[config.mk]
export PLATFORM = sky130hd
export DESIGN_NAME = fmb_mul
export DESIGN_NICKNAME = d
export VERILOG_FILES = /design/src/hdl/fmb_pkg.sv /design/src/hdl/fmb_mul.sv
export SDC_FILE = /design/constraint.sdc
export NUM_CORES = 2
export LEC_CHECK = 0
export ABC_AREA = 1
export BUFFER_PORTS_ARGS = -buffer_cell sky130_fd_sc_hd__buf_2
export CORE_ASPECT_RATIO = 0.75
export CORE_MARGIN = 4
export CORE_UTILIZATION = 40
export CTS_CLUSTER_SIZE = 12
export DETAILED_ROUTE_END_ITERATION = 7
export PLACE_DENSITY = 0.63
export SYNTH_ARGS = -nofsm -noshare
export SYNTH_HDL_FRONTEND = slang
export SYNTH_SLANG_ARGS = --single-unit
[constraint.sdc]
create_clock -name clk -period 8.6 [get_ports clk]
set_input_delay 1.29 -clock clk [delete_from_list [all_inputs] [get_ports clk]]
set_output_delay 1.29 -clock clk [all_outputs]
set_load 0.005 [all_outputs]
[src/hdl/fmb_pkg.sv]
// Shared types, constants and arithmetic helpers for the Fock matrix build core.
// Depends on nothing; every other file refers to it by scoped name.
package fmb_pkg;

    localparam int BASIS_SIZE = 8;
    localparam int IDX_W      = 3;
    localparam int ADDR_W     = 2 * IDX_W;
    localparam int DEPTH      = 2 ** ADDR_W;
    localparam int Q_W        = 48;
    localparam int PART_W     = Q_W / 2;
    localparam int PP_W       = 2 * (PART_W + 1);
    localparam int PROD_W     = 2 * Q_W;
    localparam int FRAC_W     = 32;
    localparam int SUM_W      = Q_W + 3;

    typedef enum logic [1:0] {
        CMD_LOAD_CORE    = 2'd0,
        CMD_LOAD_DENSITY = 2'd1,
        CMD_INTEGRAL     = 2'd2,
        CMD_READ         = 2'd3
    } cmd_t;

    typedef enum logic [2:0] {
        ST_IDLE,
        ST_LD_CD,
        ST_MUL_CD,
        ST_MUL_BD,
        ST_UPD_AB,
        ST_UPD_AC,
        ST_RD_F
    } fsm_t;

    typedef struct packed {
        cmd_t                    command;
        logic [IDX_W-1:0]        row;
        logic [IDX_W-1:0]        col;
        logic [IDX_W-1:0]        third_index;
        logic [IDX_W-1:0]        fourth_index;
        logic signed [Q_W-1:0]   value;
    } in_req_t;

    typedef struct packed {
        logic [IDX_W-1:0]        out_row;
        logic [IDX_W-1:0]        out_col;
        logic signed [Q_W-1:0]   fock_value;
    } out_rsp_t;

    typedef struct packed {
        logic                    start;
        logic signed [Q_W-1:0]   a;
        logic signed [Q_W-1:0]   b;
    } mul_req_t;

    typedef struct packed {
        logic                    done;
        logic signed [Q_W-1:0]   product;
    } mul_rsp_t;

    localparam logic signed [Q_W-1:0] MAXQ = {1'b0, {(Q_W-1){1'b1}}};
    localparam logic signed [Q_W-1:0] MINQ = {1'b1, {(Q_W-1){1'b0}}};

    function automatic logic idx_ok(logic [IDX_W-1:0] i);
        return int'(i) < BASIS_SIZE;
    endfunction

    // Floor shift of a full product to Q15.32, then clamp to the 48-bit range.
    function automatic logic signed [Q_W-1:0] sat_prod(logic signed [PROD_W-1:0] p);
        logic [PROD_W-FRAC_W-Q_W:0] top;
        top = p[PROD_W-1:FRAC_W+Q_W-1];
        if ((top == '0) || (top == '1))
            return p[FRAC_W+Q_W-1:FRAC_W];
        return p[PROD_W-1] ? MINQ : MAXQ;
    endfunction

    function automatic logic signed [Q_W-1:0] sat_sum(logic signed [SUM_W-1:0] s);
        logic [SUM_W-Q_W:0] top;
        top = s[SUM_W-1:Q_W-1];
        if ((top == '0) || (top == '1))
            return s[Q_W-1:0];
        return s[SUM_W-1] ? MINQ : MAXQ;
    endfunction

endpackage

[src/hdl/fmb_mul.sv]
// Iterative Q15.32 multiplier: one 25x25 signed multiply per cycle, four partial
// products per result, floor truncation and saturation. Depends on fmb_pkg.
module fmb_mul (
    input  logic              clk,
    input  logic              rst_n,
    input  fmb_pkg::mul_req_t req,
    output fmb_pkg::mul_rsp_t rsp
);

    logic                                  busy_reg;
    logic                                  fin_reg;
    logic                                  done_reg;
    logic [1:0]                            step_reg;
    logic signed [fmb_pkg::Q_W-1:0]        a_reg;
    logic signed [fmb_pkg::Q_W-1:0]        b_reg;
    logic signed [fmb_pkg::PROD_W-1:0]     acc_reg;
    logic signed [fmb_pkg::PROD_W-1:0]     acc_next;
    logic signed [fmb_pkg::Q_W-1:0]        result_reg;
    logic signed [fmb_pkg::PART_W:0]       a_part;
    logic signed [fmb_pkg::PART_W:0]       b_part;
    logic signed [fmb_pkg::PP_W-1:0]       pp;
    logic signed [fmb_pkg::PROD_W-1:0]     pp_wide;
    logic signed [fmb_pkg::PROD_W-1:0]     pp_shift;

    // Low halves are unsigned, high halves carry the sign.
    assign a_part = step_reg[0]
        ? {a_reg[fmb_pkg::Q_W-1], a_reg[fmb_pkg::Q_W-1:fmb_pkg::PART_W]}
        : {1'b0, a_reg[fmb_pkg::PART_W-1:0]};
    assign b_part = step_reg[1]
        ? {b_reg[fmb_pkg::Q_W-1], b_reg[fmb_pkg::Q_W-1:fmb_pkg::PART_W]}
        : {1'b0, b_reg[fmb_pkg::PART_W-1:0]};
    assign pp      = a_part * b_part;
    assign pp_wide = {{(fmb_pkg::PROD_W-fmb_pkg::PP_W){pp[fmb_pkg::PP_W-1]}}, pp};

    always_comb
    begin
        case (step_reg)
            2'd0:    pp_shift = pp_wide;
            2'd3:    pp_shift = pp_wide <<< (2 * fmb_pkg::PART_W);
            default: pp_shift = pp_wide <<< fmb_pkg::PART_W;
        endcase
        acc_next = acc_reg + pp_shift;
    end

    always_ff @(posedge clk or negedge rst_n)
    begin
        if (!rst_n)
        begin
            busy_reg <= 1'b0;
            fin_reg  <= 1'b0;
            done_reg <= 1'b0;
            step_reg <= 2'd0;
        end
        else
        begin
            fin_reg  <= busy_reg && (step_reg == 2'd3);
            done_reg <= fin_reg;
            if (req.start)
            begin
                busy_reg <= 1'b1;
                step_reg <= 2'd0;
            end
            else if (busy_reg)
            begin
                step_reg <= step_reg + 2'd1;
                if (step_reg == 2'd3)
                    busy_reg <= 1'b0;
            end
        end
    end

    always_ff @(posedge clk)
    begin
        if (req.start)
        begin
            a_reg   <= req.a;
            b_reg   <= req.b;
            acc_reg <= '0;
        end
        else if (busy_reg)
            acc_reg <= acc_next;
        if (fin_reg)
            result_reg <= fmb_pkg::sat_prod(acc_reg);
    end

    assign rsp.done    = done_reg;
    assign rsp.product = result_reg;

endmodule
==> impl_metrics.csv <==
group,metric,value,unit
status,status,"finished with violations",
status,violations,"setup timing",
timing,slew_headroom,0.2766,
critical_path,path_buf_inv,19,
drt,drt_iter0_markers,4876,
floorplanning,core-area,99850,µm²
floorplanning,die_h,283.7,µm
clock_tree,cts_tree,"done",
synth,ys_ff_latch,245,
clock_tree,clk_path_buf_depth,3,
cells_and_area,nNetsFinal,7544,
synth,synth-edff-count,144,
synth,yosysWarnings,0,
critical_path,critPathLaunchType,"register",
drt,routed_wl,181100,µm
timing,timing.final.hold_violations,0,
synth,synth_fp_nets,6250,
floorplanning,die_area,106600,µm²
synth,synthArstFlopShare,0.02041,
cells_and_area,multi_input_area,34840,µm²
floorplanning,die_x,375.7,µm
global_routing,grt_use_total,0.3313,
global_routing,grt_pass1_wl,265300,µm
critical_path,worst_path_largest_cell_delay,580,ps
critical_path,critPathSlowestCell,"fa_1",
job,maxCapViolations,0,
global_routing,grt_start_max_net_pins,72,
cells_and_area,seqCellArea,6379,µm²
timing,timing.fmax,106.4,MHz
floorplanning,start_util,0.4061,
timing,worst_slack,-798.5,ps
synth,synth_flop_cell,"edfxtp_1",
critical_path,critical_path.top_delay_family,"adder cells",
critical_path,endpoint_kind,"register",
timing,worstMarginPinSlew,1085,ps
timing,rsz0062_at_grt,"true",
critical_path,crit_type,"reg2reg",
timing,drv_slew,0,
drt,drt-wirelength-per-cell,22.93,µm
placed_design,portBuffers,147,
timing,period_needed,9398,ps
cells_and_area,drive_above_1_share,0.4042,
drt,viasPerCell,5.318,
global_routing,grt_overflow,0,
clock_tree,htree_levels,1,
drt,firstDrtPassIters,6,
clock_tree,cts_inserted_buffers,30,
synth,synth_area_per_cell,7.719,µm²
clock_tree,cts_sinks,245,
clock_tree,root_buffer,"clkbuf_16",
global_routing,antenna_found_initial,2,
floorplanning,rows,100,
timing,fin_crit_sh,1.093,
drt,dr_total_vias,42004,
clock_tree,clk_pin_slew,80,ps
floorplanning,io_pins,148,
critical_path,critical_path_arrival,9980,ps
clock_tree,insertion_delay,630,ps
cells_and_area,area_delta_synth_final,48.45,%
synth,netlist_instances,5253,
synth,synth-seq-area-share,0.1571,
drt,ant_nets,0,
cells_and_area,fillCellCount,8677,
critical_path,crit_top_cell,"fa_1",
cells_and_area,largest_reg_flops,96,
critical_path,path_max_fanout,8,
placed_design,routabilityCongestion,1.105,
critical_path,cp_data_required_time,9180,ps
global_routing,grt_pass1_vias,41833,
synth,netlist-cell-type-count,67,
drt,drc,0,
placed_design,place_hpwl,148200,µm
timing,setup_violations,78,
timing,hold_ws,481.8,ps
timing,skew,21.13,ps
hold_path,hold_path.class,"reg2reg",
synth,syn_area,40550,µm²
layout by cell type (no fill, tap or decap), drive strengths merged, types with 22 or more instances in the layout:
cell | synthesis | routed
a21oi | 309 | 309
buf | 17 | 1408
clkbuf | 133 | 43
dfxtp | 96 | 96
edfxtp | 144 | 144
fa | 659 | 659
ha | 239 | 239
inv | 1171 | 1172
nand2 | 964 | 964
nand3 | 119 | 119
nand4 | 27 | 27
nor2 | 703 | 703
o211ai | 22 | 22
o21ai | 321 | 321
o21bai | 23 | 23
or2 | 56 | 56
xnor2 | 32 | 32
xor2 | 54 | 54
tightest hold or removal path, stage by stage (launching register included):
cell,delay (ps)
dfxtp_1,340
nand2_1,60
o21ai_0,50
worst paths after layout:
path	startpoint	to	slack, ps	depth (start not counted)
min reg2reg	acc_reg[7]$_SDFFE_PP0P_	acc_reg[7]$_SDFFE_PP0P_	480	2
min in group asynchronous	rst_n	busy_reg$_DFF_PN0_	640	1
max in group asynchronous	rst_n	busy_reg$_DFF_PN0_	7560	1
max	step_reg[1]$_DFFE_PN0P_	acc_reg[74]$_SDFFE_PP0P_	-800	51
min	acc_reg[7]$_SDFFE_PP0P_	acc_reg[7]$_SDFFE_PP0P_	480	2
max reg2reg	step_reg[1]$_DFFE_PN0P_	acc_reg[74]$_SDFFE_PP0P_	-800	51
layout make-up:
| class | count | share of cell area |
|---|---|---|
| timing repair buffer | 1410 | 0.1946 |
| timing repair inverter | 2 | 0.0004573 |
| tap | 1326 | 0.02756 |
| multi-input combinational | 3671 | 0.5787 |
| sequential | 245 | 0.1060 |
| antenna | 2 | 0.00008314 |
| clock inverter | 15 | 0.003721 |
| clock buffer | 41 | 0.01351 |
| inverter | 1187 | 0.07541 |
metrics by stage:
stage          setup TNS (ps)  utilization  setup WS (ps)  cells  cell area (µm²)
6_report               -42590       0.6029         -798.5   7899            60200
3_5_place_dp           -91600       0.5121          -1835   7645            51130
4_1_cts                -29180       0.5785         -606.0   7824            57770
5_1_grt                -67840       0.6028          -1128   7897            60190
2_1_floorplan               0            -          7.105   5253            40710
3_3_place_gp           -83650       0.5121          -1704   7645            51130
cell usage after synthesis, drive strengths merged, types with 32 or more instances:
cell,count,area share
inv,1171,0.11
nand2,964,0.090
nor2,703,0.066
fa,659,0.33
o21ai,321,0.041
a21oi,309,0.039
ha,239,0.074
edfxtp,144,0.11
clkbuf,133,0.012
nand3,119,0.016
dfxtp,96,0.047
or2,56,0.0086
xor2,54,0.012
xnor2,32,0.0071
per-layer routing:
metal	routed length (µm)	track usage
met4	4740	0.07165
met5	195	0.006289
met1	79660	0.4974
met3	25520	0.1197
met2	71010	0.4524
logic make-up after synthesis:
kind of cell	after synthesis	share of synthesized area
flip-flops	245	0.1571
XOR/XNOR	86	0.01895
AO/OA/AOI/OAI	774	0.1077
AND/OR/NAND/NOR	1913	0.1923
adder cells (fa/ha/maj)	898	0.3991
buffers and inverters	1337	0.1249
timing repair:
action	in CTS	in global routing
setup buffers	130	73
hold buffers	0	0
endpoints found under the setup margin	81	83
cloned	5	2
pin swaps	247	179
resized for setup	1194	480
hold endpoints to repair	0	0
Power is left out: the tool's default activity adds up to more than one toggle a clock period on the data nets, which glitch-free logic cannot reach.
